===== src/rtl/core/spq_pkg.sv =====
package spq_pkg;

  localparam int CAPACITY_DEF      = 16;
  localparam int PRIORITY_BITS_DEF = 8;
  localparam int TAG_BITS_DEF      = 16;
  localparam int STATUS_BITS       = 2;

  localparam logic FUNC_ENQUEUE = 1'b0;
  localparam logic FUNC_DEQUEUE = 1'b1;

  typedef enum logic [STATUS_BITS-1:0] {
    STATUS_OK    = 2'd0,
    STATUS_FULL  = 2'd1,
    STATUS_EMPTY = 2'd2
  } status_t;

  typedef enum logic {
    ST_IDLE,
    ST_EXEC
  } state_t;

  typedef struct packed {
    logic load;
    logic exec;
  } ctrl_cmd_t;

endpackage


===== src/rtl/core/spq_ctrl.sv =====
module spq_ctrl (
  input  logic               clk,
  input  logic               rst,
  input  logic               in_valid,
  output logic               in_ready,
  output logic               out_valid,
  input  logic               out_ready,
  output spq_pkg::ctrl_cmd_t cmd
);

  spq_pkg::state_t state;
  spq_pkg::state_t state_next;
  logic            out_valid_next;

  always_comb begin
    state_next = state;
    case (state)
      spq_pkg::ST_IDLE: begin
        if (in_valid) begin
          state_next = spq_pkg::ST_EXEC;
        end
      end
      spq_pkg::ST_EXEC: begin
        if (!out_valid || out_ready) begin
          state_next = spq_pkg::ST_IDLE;
        end
      end
      default: begin
        state_next = spq_pkg::ST_IDLE;
      end
    endcase
  end

  always_comb begin
    in_ready = 1'b0;
    cmd      = '0;
    case (state)
      spq_pkg::ST_IDLE: begin
        in_ready = 1'b1;
        cmd.load = in_valid;
      end
      spq_pkg::ST_EXEC: begin
        cmd.exec = !out_valid || out_ready;
      end
      default: begin
        in_ready = 1'b0;
      end
    endcase
  end

  always_comb begin
    out_valid_next = out_valid;
    if (cmd.exec) begin
      out_valid_next = 1'b1;
    end else if (out_ready) begin
      out_valid_next = 1'b0;
    end
  end

  always_ff @(posedge clk) begin
    if (rst) begin
      state     <= spq_pkg::ST_IDLE;
      out_valid <= 1'b0;
    end else begin
      state     <= state_next;
      out_valid <= out_valid_next;
    end
  end

endmodule


===== src/rtl/core/spq_datapath.sv =====
module spq_datapath #(
  parameter int CAPACITY      = spq_pkg::CAPACITY_DEF,
  parameter int PRIORITY_BITS = spq_pkg::PRIORITY_BITS_DEF,
  parameter int TAG_BITS      = spq_pkg::TAG_BITS_DEF,
  parameter int COUNT_BITS    = $clog2(CAPACITY + 1)
) (
  input  logic                            clk,
  input  logic                            rst,
  input  spq_pkg::ctrl_cmd_t              cmd,
  input  logic                            func,
  input  logic [PRIORITY_BITS-1:0]        priority_req,
  input  logic [TAG_BITS-1:0]             tag,
  output logic [spq_pkg::STATUS_BITS-1:0] status,
  output logic                            removed_valid,
  output logic [PRIORITY_BITS-1:0]        removed_priority,
  output logic [TAG_BITS-1:0]             removed_tag,
  output logic                            head_valid,
  output logic [PRIORITY_BITS-1:0]        head_priority,
  output logic [TAG_BITS-1:0]             head_tag,
  output logic [COUNT_BITS-1:0]           entry_count
);

  logic                     op_func;
  logic [PRIORITY_BITS-1:0] op_prio;
  logic [TAG_BITS-1:0]      op_tag;

  logic [PRIORITY_BITS-1:0] ent_prio [CAPACITY];
  logic [TAG_BITS-1:0]      ent_tag  [CAPACITY];
  logic [PRIORITY_BITS-1:0] ent_prio_next [CAPACITY];
  logic [TAG_BITS-1:0]      ent_tag_next  [CAPACITY];
  logic [COUNT_BITS-1:0]    count;
  logic [COUNT_BITS-1:0]    count_next;
  logic [CAPACITY-1:0]      stays;
  logic                     is_full;
  logic                     is_empty;
  logic                     do_enq;
  logic                     do_deq;
  spq_pkg::status_t         status_next;

  always_ff @(posedge clk) begin
    if (cmd.load) begin
      op_func <= func;
      op_prio <= priority_req;
      op_tag  <= tag;
    end
  end

  // A slot keeps its entry on an enqueue when it is held and not below the new priority.
  always_comb begin
    for (int i = 0; i < CAPACITY; i++) begin
      stays[i] = (COUNT_BITS'(i) < count) && (ent_prio[i] >= op_prio);
    end
  end

  assign is_full  = (count == COUNT_BITS'(CAPACITY));
  assign is_empty = (count == '0);
  assign do_enq   = (op_func == spq_pkg::FUNC_ENQUEUE) && !is_full;
  assign do_deq   = (op_func == spq_pkg::FUNC_DEQUEUE) && !is_empty;

  always_comb begin
    for (int i = 0; i < CAPACITY; i++) begin
      ent_prio_next[i] = ent_prio[i];
      ent_tag_next[i]  = ent_tag[i];
    end
    count_next  = count;
    status_next = spq_pkg::STATUS_OK;
    if (op_func == spq_pkg::FUNC_ENQUEUE) begin
      if (is_full) begin
        status_next = spq_pkg::STATUS_FULL;
      end else begin
        count_next = count + COUNT_BITS'(1);
        if (!stays[0]) begin
          ent_prio_next[0] = op_prio;
          ent_tag_next[0]  = op_tag;
        end
        for (int i = 1; i < CAPACITY; i++) begin
          if (!stays[i]) begin
            if (stays[i-1]) begin
              ent_prio_next[i] = op_prio;
              ent_tag_next[i]  = op_tag;
            end else begin
              ent_prio_next[i] = ent_prio[i-1];
              ent_tag_next[i]  = ent_tag[i-1];
            end
          end
        end
      end
    end else begin
      if (is_empty) begin
        status_next = spq_pkg::STATUS_EMPTY;
      end else begin
        count_next = count - COUNT_BITS'(1);
        for (int i = 0; i < CAPACITY - 1; i++) begin
          ent_prio_next[i] = ent_prio[i+1];
          ent_tag_next[i]  = ent_tag[i+1];
        end
      end
    end
  end

  always_ff @(posedge clk) begin
    if (cmd.exec && (do_enq || do_deq)) begin
      for (int i = 0; i < CAPACITY; i++) begin
        ent_prio[i] <= ent_prio_next[i];
        ent_tag[i]  <= ent_tag_next[i];
      end
    end
  end

  always_ff @(posedge clk) begin
    if (rst) begin
      count <= '0;
    end else if (cmd.exec) begin
      count <= count_next;
    end
  end

  always_ff @(posedge clk) begin
    if (cmd.exec) begin
      status           <= status_next;
      removed_valid    <= do_deq;
      removed_priority <= do_deq ? ent_prio[0] : '0;
      removed_tag      <= do_deq ? ent_tag[0] : '0;
      head_valid       <= (count_next != '0);
      head_priority    <= (count_next != '0) ? ent_prio_next[0] : '0;
      head_tag         <= (count_next != '0) ? ent_tag_next[0] : '0;
      entry_count      <= count_next;
    end
  end

endmodule


===== src/rtl/core/sorted_priority_queue_unit.sv =====
// A word accepted in the idle state is held in the input register; the result word is then
// registered in the exec state, which waits while the previous result is still to be taken.
// The unit takes no new word until the current one has passed the input register and the single
// compare-and-shift update of the entry row.
// Reset clears the entry count and the handshake state; slot contents are not cleared.
module sorted_priority_queue_unit #(
  parameter int CAPACITY      = spq_pkg::CAPACITY_DEF,
  parameter int PRIORITY_BITS = spq_pkg::PRIORITY_BITS_DEF,
  parameter int TAG_BITS      = spq_pkg::TAG_BITS_DEF,
  parameter int COUNT_BITS    = $clog2(CAPACITY + 1)
) (
  input  logic                            clk,
  input  logic                            rst,
  input  logic                            in_valid,
  output logic                            in_ready,
  input  logic                            func,
  input  logic [PRIORITY_BITS-1:0]        priority_req,
  input  logic [TAG_BITS-1:0]             tag,
  output logic                            out_valid,
  input  logic                            out_ready,
  output logic [spq_pkg::STATUS_BITS-1:0] status,
  output logic                            removed_valid,
  output logic [PRIORITY_BITS-1:0]        removed_priority,
  output logic [TAG_BITS-1:0]             removed_tag,
  output logic                            head_valid,
  output logic [PRIORITY_BITS-1:0]        head_priority,
  output logic [TAG_BITS-1:0]             head_tag,
  output logic [COUNT_BITS-1:0]           entry_count
);

  spq_pkg::ctrl_cmd_t cmd;

  spq_ctrl u_ctrl (
    .clk       (clk),
    .rst       (rst),
    .in_valid  (in_valid),
    .in_ready  (in_ready),
    .out_valid (out_valid),
    .out_ready (out_ready),
    .cmd       (cmd)
  );

  spq_datapath #(
    .CAPACITY      (CAPACITY),
    .PRIORITY_BITS (PRIORITY_BITS),
    .TAG_BITS      (TAG_BITS),
    .COUNT_BITS    (COUNT_BITS)
  ) u_datapath (
    .clk              (clk),
    .rst              (rst),
    .cmd              (cmd),
    .func             (func),
    .priority_req     (priority_req),
    .tag              (tag),
    .status           (status),
    .removed_valid    (removed_valid),
    .removed_priority (removed_priority),
    .removed_tag      (removed_tag),
    .head_valid       (head_valid),
    .head_priority    (head_priority),
    .head_tag         (head_tag),
    .entry_count      (entry_count)
  );

endmodule


===== config.mk =====
export PLATFORM = sky130hd
export DESIGN_NAME = sorted_priority_queue_unit
export DESIGN_NICKNAME = d
export VERILOG_FILES = /design/src/rtl/core/spq_pkg.sv /design/src/rtl/core/spq_ctrl.sv /design/src/rtl/core/spq_datapath.sv /design/src/rtl/core/sorted_priority_queue_unit.sv
export SDC_FILE = /design/constraint.sdc
export NUM_CORES = 1
export LEC_CHECK = 0
export BUFFER_PORTS_ARGS = -buffer_cell sky130_fd_sc_hd__buf_4
export CAP_MARGIN = 20
export CORE_MARGIN = 2
export CORE_UTILIZATION = 35
export CTS_CLUSTER_SIZE = 28
export DETAILED_ROUTE_END_ITERATION = 7
export MAX_ROUTING_LAYER = met4
export SYNTH_ARGS = -nofsm -noshare
export SYNTH_HDL_FRONTEND = slang
export SYNTH_SLANG_ARGS = --single-unit
export TNS_END_PERCENT = 5

===== constraint.sdc =====
create_clock -name clk -period 4.79 [get_ports clk]
set_clock_uncertainty 0.2 [all_clocks]
set_input_delay 0.2395 -clock clk [delete_from_list [all_inputs] [get_ports clk]]
set_output_delay 0.2395 -clock clk [all_outputs]
set_load 0.02 [all_outputs]

==> results of run 1 <==
[cells in the final DEF (no fill, tap or decap), drive strengths merged, types with 48 or more instances in the layout]
master / Yosys / layout
a21oi: 61 / 61
a221o: 48 / 48
a22oi: 48 / 48
a32oi: 168 / 168
buf: 63 / 156
clkbuf: 198 / 65
edfxtp: 466 / 466
ha: 132 / 132
nand2: 267 / 267
nand3: 518 / 518
nor2: 85 / 85
o211ai: 110 / 110
or3: 169 / 169
[through the flow]
step | std cells | hold slack (ns) | total power (W) | util, % | instance area [µm²]
2_1_floorplan | 2640 | 0.109 | 0.00750 | - | 27300
3_3_place_gp | 3574 | 0.221 | 0.00829 | 37.5 | 29000
3_5_place_dp | 3574 | 0.219 | 0.00843 | 37.5 | 29000
4_1_cts | 3699 | 0.101 | 0.0126 | 40.2 | 31100
5_1_grt | 3700 | 0.123 | 0.0131 | 40.2 | 31100
6_report | 3700 | 0.131 | 0.0126 | 40.2 | 31100
[power by group]
part	total, W	switching (W)	internal [W]
clock network	0.00414	0.00175	0.00239
logic	0.00286	0.00186	0.000997
registers	0.00555	0.000345	0.00520
total	0.0126	0.00396	0.00860
[area by class of cell]
class,count,area share [%]
Inverter,45,0.543
Multi-Input combinational cell,1861,39.2
Sequential cell,473,45.5
Clock inverter,32,1.16
Timing Repair Buffer,184,4.91
Clock buffer,65,4.48
Tap cell,1040,4.19
[layer usage]
| metal | routed length, µm | vias to the layer above | track usage, % |
|---|---|---|---|
| met5 | 0 | - | - |
| met4 | 1540 | 0 | 4.76 |
| met3 | 7680 | 131 | 3.51 |
| met2 | 35100 | 1042 | 28.8 |
| met1 | 37400 | 10956 | 29.2 |
| li1 | - | 10293 | - |
[repair_timing]
| item | CTS | global route |
|---|---|---|
| hold buffers | 28 | 0 |
| resized for setup | 0 | 0 |
| hold endpoints to repair | 32 | 0 |
[flip-flops by register name, indices dropped and copies added, names as in the netlist]
register	cells
u_datapath.ent_tag	256
u_datapath.entry_count	5
u_ctrl.state	1
u_datapath.head_priority	8
u_datapath.count	5
u_datapath.head_tag	16
u_datapath.op_tag	16
u_ctrl.out_valid	1
u_datapath.ent_prio	128
u_datapath.head_valid	1
u_datapath.op_prio	8
u_datapath.status	2
u_datapath.op_func	1
u_datapath.removed_valid	1
u_datapath.removed_priority	8
u_datapath.removed_tag	16
[Yosys cell counts, drive strengths merged, types with 33 or more instances]
cell | count | share of area, %
a21oi | 61 | 1.1
a221o | 48 | 1.8
a22oi | 48 | 1.3
a31oi | 33 | 0.76
a32oi | 168 | 5.4
and2 | 42 | 0.96
buf | 63 | 1.2
clkbuf | 198 | 2.7
edfxtp | 466 | 51
ha | 132 | 6.0
inv | 44 | 0.60
nand2 | 267 | 3.7
nand3 | 518 | 9.5
nor2 | 85 | 1.2
o211ai | 110 | 3.0
or3 | 169 | 3.9
[worst reg2reg max path, delay by kind of cell, from the launching register on]
family                     cells  cell delay, ns
AOI/OAI and AO/OA              1            0.11
adders and majority gates      1            0.32
DFF                            1            0.44
and+or+nand+nor                3            0.98
buffers and inverters          3            1.22
[worst max path at each step]
stage	startpoint	to	slack, ns	depth (start not counted)
after global routing	u_datapath.op_prio[7]	u_datapath.head_priority[0]	1.0	9
after detailed placement	u_datapath.op_prio[7]	u_datapath.ent_tag[0][121]	1.13	6
after global placement	u_datapath.op_prio[7]	u_datapath.ent_tag[0][122]	1.12	6
after floorplan	u_datapath.op_prio[4]	u_datapath.ent_prio[1][16]	0.07	10
after CTS	u_datapath.op_prio[7]	u_datapath.ent_prio[0][60]	1.08	6
final	u_datapath.op_prio[7]	u_datapath.ent_tag[1][41]	1.22	8
[kinds of logic (layout without fill, tap and decap cells)]
family	after synthesis	after routing	synth area share [%]
simple gates	1131	1131	20.5
compound gates	568	568	16.0
flops	473	473	51.7
buf+inv	306	326	4.58
fa+ha+maj	132	132	6.05
mux	27	27	1.10
xor+xnor	3	3	0.0962
==> flow_metrics.tcl, run 1 <==
set metrics [dict create \
    final_layout_size_suffix_gt1_share_pct 11.0 \
    num_rows 102 \
    insertedDiodeCount 0 \
    worstPathCellList "inv_1 > ha_1 > nor2_1 > nor2_1 > buf_4 > and2_1 > a21boi_2 > buf_4" \
    timing.reg2reg.worst_path_depth 8 \
    number_of_antenna_violations_at_the_first_check_in_global_routing 2 \
    postSynth.asyncResetShare_pct 0 \
    worst-endpoint-required_ns 4.94 \
    setup_viol 0 \
    multi_input_area_um2 12200 \
    clock_tree_root_buffer_cell "sky130_fd_sc_hd__clkbuf_16" \
    maxSlewHeadroom_pct 25.9 \
    synth.lib_cells_used.distinct 61 \
    final_hold_viol_count 0 \
    drt_iter0_markers 2295 \
    synthesis.instances 2640 \
    grt_use_total_pct 20.0 \
    slowest_stage "sky130_fd_sc_hd__and2_1" \
    dieWidth_um 283 \
    rsz0062_at_grt "no" \
    number_of_buffers_inserted_during_clock_tree_synthesis 54 \
    timing_worst_slew_pin_value_ns 1.08 \
    maximum_number_of_pins_on_one_net_before_global_route_repair 207 \
    timing.critical_path.arrival_ns 3.72 \
    dominant_synthesized_flop_cell "sky130_fd_sc_hd__edfxtp_1" \
    yosys_register_bits 473 \
    place.gp.congestion 0.861 \
    worstHoldPathType "in -> reg" \
    detail_route.first_pass.iterations 6 \
    worstSetupStartpointType "flip-flop" \
    dp_hpwl_um 57200 \
    post-route-period-util_pct 74.5 \
    post_synth_edffs 466 \
    critical_path_peak_fanout 25 \
    cts_post_setup_buffers_inserted 0 \
    clk-insertion-delay-late_ns 0.64 \
    power.leakage_nw 10.7 \
    nFillCells 7466 \
    place_worst_setup_slack_ns 1.13 \
    die_area_um2 80300 \
    cts_h_tree_depth 2 \
    post-route-min-period_ns 3.57 \
    remaining_drc_errors 0 \
    synth_nets 2801 \
    worst-path-buf-inv 3 \
    maxClockFrequency_mhz 280 \
    design.final.nets 2780 \
    timing.critical_path.slowest_cell_delay_ns 0.85 \
    cts_num_sinks 473 \
    hold_path_startpoint "tag[6]" \
    crit-reg2reg-launch "u_datapath.op_prio[7]" \
    clk_pin_slew_worst_paths_ns 0.06 \
    vdd_ir_drop_max_v 0.000326 \
    top_level_ports 88 \
    timing.rr.end "u_datapath.ent_tag[1][41]" \
    tns_ns 0 \
    grt.overflow.total 0 \
    placeableCoreArea_um2 77300 \
    critPathKind "reg -> reg" \
    regToRegSetupSlack_ns 1.22 \
    avgSynthCellArea_um2 10.3 \
    vias 22422 \
    die_height_um 283 \
    routedWlPerCell_um 22.1 \
    global_route_wire_length_before_repair_um 124000 \
    detail_route.vias_per_cell 6.06 \
    final_max_slew_viols 0 \
    grt_pass1_vias 20982 \
    synth_warnings 0 \
    timing.final.ws_setup_ns 1.22 \
    area.sequential_um2 14100 \
    holdPathEnd "u_datapath.op_tag[6]" \
    drt-total-wl_um 81800 \
    power_density_nw_per_um2 404 \
    initial_core_util_pct 35.3 \
    areaGrowthSynthToFinish_pct 13.8 \
    tritoncts "built" \
    hold_path_depth 2 \
    drtAntennaViolNets 0 \
    end_kind "flip-flop" \
    synth.yosys.seq_area_share_pct 51.7 \
    cts.path.max_buffers 3 \
    cell_class_contributing_the_biggest_share_of_worst_path_delay "buffers and inverters" \
    outcome "finished clean" \
    io_buffers 87 \
    synthesis.area_um2 27300 \
    maxCapViolations 0 \
]
(Power assumes the default switching activity.)
==> run 2: changes to the inputs <==
Clock period 4.79 ns to 3.6 ns, I/O delays scaled along.
==> run 2 against run 1 <==
  * Sequential power up 33%
  * Final cell count up 1.7%
  * Maximum frequency up 6.7%
  * Highest routed layer unchanged
==> flow_metrics.tcl, run 2 (synthesis results as in run 1) <==
set metrics [dict create \
    comb_power_share_pct 23.9 \
    clk_pin_slew_worst_paths_ns 0.06 \
    dieWidth_um 283 \
    grt_pass1_vias 21668 \
    maximum_number_of_pins_on_one_net_before_global_route_repair 138 \
    top_level_ports 88 \
    detail_route.vias_per_cell 6.06 \
    power_density_nw_per_um2 532 \
    power.leakage_nw 11.1 \
    worstPathCellList "inv_1 > ha_1 > a21o_1 > a211oi_1 > o21ai_1 > and2_1 > buf_4 > a221o_1" \
    maxCapViolations 0 \
    drtAntennaViolNets 0 \
    largest_reg_flops 256 \
    worstHoldPathType "in -> reg" \
    maxSlewHeadroom_pct 27.2 \
    placeableCoreArea_um2 77300 \
    remaining_drc_errors 0 \
    post-route-period-util_pct 92.8 \
    areaGrowthSynthToFinish_pct 16.6 \
    final_max_slew_viols 0 \
    p_int_w 0.0116 \
    switching_power_w 0.00534 \
    clock_tree_root_buffer_cell "sky130_fd_sc_hd__clkbuf_16" \
    timing.reg2reg.worst_path_depth 8 \
    layout_common_cells "sky130_fd_sc_hd__nand3_1, sky130_fd_sc_hd__edfxtp_1, sky130_fd_sc_hd__nand2_1" \
    number_of_antenna_violations_at_the_first_check_in_global_routing 0 \
    detail_route.first_pass.iterations 6 \
    global_route_wire_length_before_repair_um 127000 \
    nFillCells 7442 \
    vdd_ir_drop_max_v 0.000370 \
    hold_path_depth 2 \
    critPathKind "reg -> reg" \
    place_worst_setup_slack_ns 0.197 \
    initial_core_util_pct 35.3 \
    seq_power_share_pct 43.4 \
    sw_frac_of_total_pct 31.5 \
    dp_hpwl_um 58700 \
    number_of_buffers_inserted_during_clock_tree_synthesis 54 \
    rsz0062_at_grt "no" \
    die_area_um2 80300 \
    grt.overflow.total 0 \
    layout_commonest_cell "sky130_fd_sc_hd__nand3_1" \
    outcome "finished clean" \
    cts.repair.resized 0 \
    io_buffers 87 \
    clockPowerShare_pct 32.7 \
    reg.largest.list "u_datapath.ent_tag (256), u_datapath.ent_prio (128)" \
    setup_viol 0 \
    registers.top_by_ff_count "u_datapath.ent_tag" \
    place.gp.congestion 0.853 \
    slowest_stage "sky130_fd_sc_hd__inv_1" \
    timing.final.ws_setup_ns 0.259 \
    routedWlPerCell_um 22.0 \
    clk-insertion-delay-late_ns 0.63 \
    vias 22786 \
    fin_util_pct 41.2 \
    post-route-min-period_ns 3.34 \
    critical_path_peak_fanout 24 \
    final_layout_size_suffix_gt1_share_pct 12.8 \
    timing_worst_slew_pin_value_ns 1.08 \
    num_rows 102 \
    cts.path.max_buffers 3 \
    timing.critical_path.arrival_ns 3.50 \
    design.final.nets 2838 \
    maxClockFrequency_mhz 299 \
    whs_ns 0.0623 \
    end_kind "flip-flop" \
    final_hold_viol_count 0 \
    cts_h_tree_depth 2 \
    timing.critical_path.slowest_cell_delay_ns 0.57 \
    tritoncts "built" \
    drt_iter0_markers 2618 \
    totalPowerFinal_w 0.0169 \
    drt-total-wl_um 82800 \
    die_height_um 283 \
    worstSetupStartpointType "flip-flop" \
    worst-endpoint-required_ns 3.75 \
    grt_use_total_pct 20.3 \
    cts_num_sinks 473 \
]
[run 2: timing repair]
action | CTS | global route
setup buffers | 0 | 1
hold buffers | 29 | 0
hold endpoints to repair | 32 | 0
endpoints found under the setup margin | 0 | 5
[run 2: worst max-delay path: cells and delay by family, from the launching register on]
family | cells | cell delay, ns
AO/OA/AOI/OAI | 4 | 0.98
adder cells (fa/ha/maj) | 1 | 0.38
buffers and inverters | 2 | 0.79
flip-flops | 1 | 0.53
AND/OR/NAND/NOR | 1 | 0.19
[run 2: worst paths after layout]
| path | slack [ns] | startpoint | endpoint |
|---|---|---|---|
| max reg2reg | 0.26 | u_datapath.op_prio[5] | u_datapath.ent_prio[1][25] |
| max | 0.26 | u_datapath.op_prio[5] | u_datapath.ent_prio[1][25] |
| min reg2reg | 0.32 | u_ctrl.out_valid | u_ctrl.out_valid |
| min | 0.06 | tag[7] | u_datapath.op_tag[7] |
[run 2: cell type report]
class	instances	area [µm²]	area share, %
diodes	4	10.0	0.0314
clock buffers	72	1450	4.55
clock inverters	25	302	0.947
inverters	45	169	0.530
multi-input cells	1862	12200	38.3
flip-flops and latches	473	14100	44.4
well taps	1040	1300	4.09
repair buffers	241	2280	7.17
[run 2: stage by stage]
stage,instances,setup TNS [ns],area [µm²]
2_1_floorplan,2640,-75.46,27300
3_3_place_gp,3630,0,29800
3_5_place_dp,3630,0,29800
4_1_cts,3756,0,31800
5_1_grt,3758,0,31800
6_report,3762,0,31800
[run 2: power by group through the flow]
stage / Sequential (W) / Combinational [W] / Clock, W
6_report: 0.00736 / 0.00405 / 0.00553
3_3_place_gp: 0.00742 / 0.00378 / 0
4_1_cts: 0.00734 / 0.00399 / 0.00565
5_1_grt: 0.00740 / 0.00444 / 0.00587
3_5_place_dp: 0.00745 / 0.00395 / 0
2_1_floorplan: 0.00736 / 0.00262 / 0
[run 2: layer usage]
metal / track usage (%) / routed length, µm
met2: 29.7 / 36300
met3: 3.82 / 8110
met4: 4.42 / 1420
met5: - / 0
met1: 29.1 / 36900
==> run 3: changes to the inputs <==
Settings changed: MAX_ROUTING_LAYER met4 to default.
==> run 3 against run 2 <==
  * Register-to-register slack gained 0.04 ns
  * Hold slack better by 0.0045 ns
  * Cell area decreased by 0.37%
  * Count of clock-buffer cells in the layout fell by 4
  * Non-clock buffer count shrank 19
  * Sequential power about the same
  * Worst setup slack gained 0.038 ns
  * Sequential share of layout area grew 0.16 points
  * Die area is the same
  * Combinational power is 2% lower
  * Final cell count fell by 0.48%
  * Clock power up 3%
==> flow_metrics.tcl, run 3 (synthesis results as in run 1) <==
set metrics [dict create \
    outcome "finished clean" \
    num_rows 102 \
    power_density_nw_per_um2 536 \
    cts_h_tree_depth 2 \
    maxCapViolations 0 \
    grt_pass1_vias 21550 \
    end_kind "flip-flop" \
    maximum_number_of_pins_on_one_net_before_global_route_repair 157 \
    grt_use_total_pct 19.4 \
    dp_hpwl_um 57500 \
    tritoncts "built" \
    post-route-period-util_pct 91.7 \
    post-route-min-period_ns 3.30 \
    placeableCoreArea_um2 77300 \
    cts_num_sinks 473 \
    top_level_ports 88 \
    worst-endpoint-required_ns 3.69 \
    seq_power_share_pct 43.3 \
    vdd_ir_drop_max_v 0.000375 \
    initial_core_util_pct 35.3 \
    critical_path_peak_fanout 24 \
    io_buffers 87 \
    layout_common_cells "sky130_fd_sc_hd__nand3_1, sky130_fd_sc_hd__edfxtp_1, sky130_fd_sc_hd__nand2_1" \
    reg.largest.list "u_datapath.ent_tag (256), u_datapath.ent_prio (128)" \
    final_hold_viol_count 0 \
    detail_route.vias_per_cell 6.06 \
    detail_route.first_pass.iterations 8 \
    maxClockFrequency_mhz 303 \
    sw_frac_of_total_pct 31.3 \
    post-place-cells 3612 \
    final_max_slew_viols 0 \
    power.leakage_nw 11.1 \
    p_int_w 0.0117 \
    final_cell_count_no_fill 3744 \
    layout_commonest_cell "sky130_fd_sc_hd__nand3_1" \
    setup_viol 0 \
    timing_worst_slew_pin_value_ns 0.970 \
    global_route_wire_length_before_repair_um 125000 \
    die_area_um2 80300 \
    rsz0062_at_grt "no" \
    vias 22670 \
    remaining_drc_errors 0 \
    cts.path.max_buffers 3 \
    final_layout_size_suffix_gt1_share_pct 12.3 \
    dieWidth_um 283 \
    grt.overflow.total 0 \
    clock_tree_root_buffer_cell "sky130_fd_sc_hd__clkbuf_16" \
    drt-total-wl_um 80700 \
    worstSetupStartpointType "flip-flop" \
    die_height_um 283 \
    design.final.nets 2820 \
    final_cell_area_um2 31700 \
    switching_power_w 0.00532 \
    comb_power_share_pct 23.2 \
    number_of_antenna_violations_at_the_first_check_in_global_routing 0 \
    clk-insertion-delay-late_ns 0.62 \
    timing.critical_path.arrival_ns 3.39 \
    critPathKind "reg -> reg" \
    placed_cell_area_um2 29600 \
    maxSlewHeadroom_pct 35.3 \
    clockPowerShare_pct 33.5 \
    areaGrowthSynthToFinish_pct 16.2 \
    place.gp.congestion 0.861 \
    clk_pin_slew_worst_paths_ns 0.06 \
    registers.top_by_ff_count "u_datapath.ent_tag" \
    number_of_buffers_inserted_during_clock_tree_synthesis 56 \
    drt_iter0_markers 2387 \
    drtAntennaViolNets 0 \
    worstHoldPathType "in -> reg" \
    cts.repair.resized 0 \
    largest_reg_flops 256 \
    routedWlPerCell_um 21.6 \
]
==> run 3: path summary, 6_finish.rpt <==
path	slack [ns]	cells past startpoint	end	start
worst min-delay path	0.07	2	u_datapath.op_prio[4]	priority_req[4]
worst max-delay path	0.30	9	u_datapath.ent_tag[0][48]	u_datapath.op_prio[4]
worst max register to register	0.30	9	u_datapath.ent_tag[0][48]	u_datapath.op_prio[4]
worst min register to register	0.34	2	u_ctrl.state	u_ctrl.state
==> run 3: power groups by stage <==
stage | clock [W] | combinational [W] | sequential (W)
floorplan | 0 | 0.00262 | 0.00736
global placement | 0 | 0.00372 | 0.00743
detailed placement | 0 | 0.00389 | 0.00746
CTS | 0.00582 | 0.00392 | 0.00734
global route | 0.00603 | 0.00436 | 0.00742
finish | 0.00570 | 0.00395 | 0.00737
==> run 3: what timing repair did <==
action | 4_1_cts | 5_1_grt
endpoints found under the hold margin | 32 | 0
hold buffers | 29 | 0
setup buffers | 0 | 0
endpoints found under the setup margin | 0 | 0
==> run 3: routing by layer <==
layer,GRT usage [%],vias up,part of all wire [%]
met2,29.0,1091,44
met1,28.9,11107,45
li1,-,10378,-
met3,3.63,94,9.6
met4,4.52,0,1.5
met5,0,-,0
==> run 3: metrics by stage <==
stage / hold WS [ns] / setup WS (ns) / setup TNS (ns) / total power, W / util [%]
2_1_floorplan: 0.0491 / -0.884 / -75.46 / 0.00998 / -
3_3_place_gp: 0.159 / 0.387 / 0 / 0.0111 / 38.3
3_5_place_dp: 0.160 / 0.354 / 0 / 0.0113 / 38.3
4_1_cts: 0.0260 / 0.311 / 0 / 0.0171 / 41.0
5_1_grt: 0.0520 / 0.135 / 0 / 0.0178 / 41.0
6_report: 0.0668 / 0.297 / 0 / 0.0170 / 41.0
==> run 3: worst max-delay path, stage by stage, from the launching register on <==
cell and delay (ns):
sky130_fd_sc_hd__edfxtp_1 0.58, sky130_fd_sc_hd__inv_1 0.11, sky130_fd_sc_hd__buf_4 0.22, sky130_fd_sc_hd__ha_1 0.33, sky130_fd_sc_hd__a21o_1 0.16, sky130_fd_sc_hd__a21o_1 0.17
sky130_fd_sc_hd__a211oi_1 0.38, sky130_fd_sc_hd__o21ai_2 0.18, sky130_fd_sc_hd__a311oi_4 0.27, sky130_fd_sc_hd__buf_4 0.35
==> run 3: final cells by class <==
| cell class | instances | area [µm²] |
|---|---|---|
| diodes | 1 | 2.50 |
| inverters | 45 | 169 |
| clock buffers | 68 | 1470 |
| repair buffers | 222 | 2110 |
| flip-flops and latches | 473 | 14100 |
| multi-input cells | 1861 | 12200 |
| well taps | 1040 | 1300 |
| clock inverters | 34 | 348 |
| fillers | 7423 | 45600 |
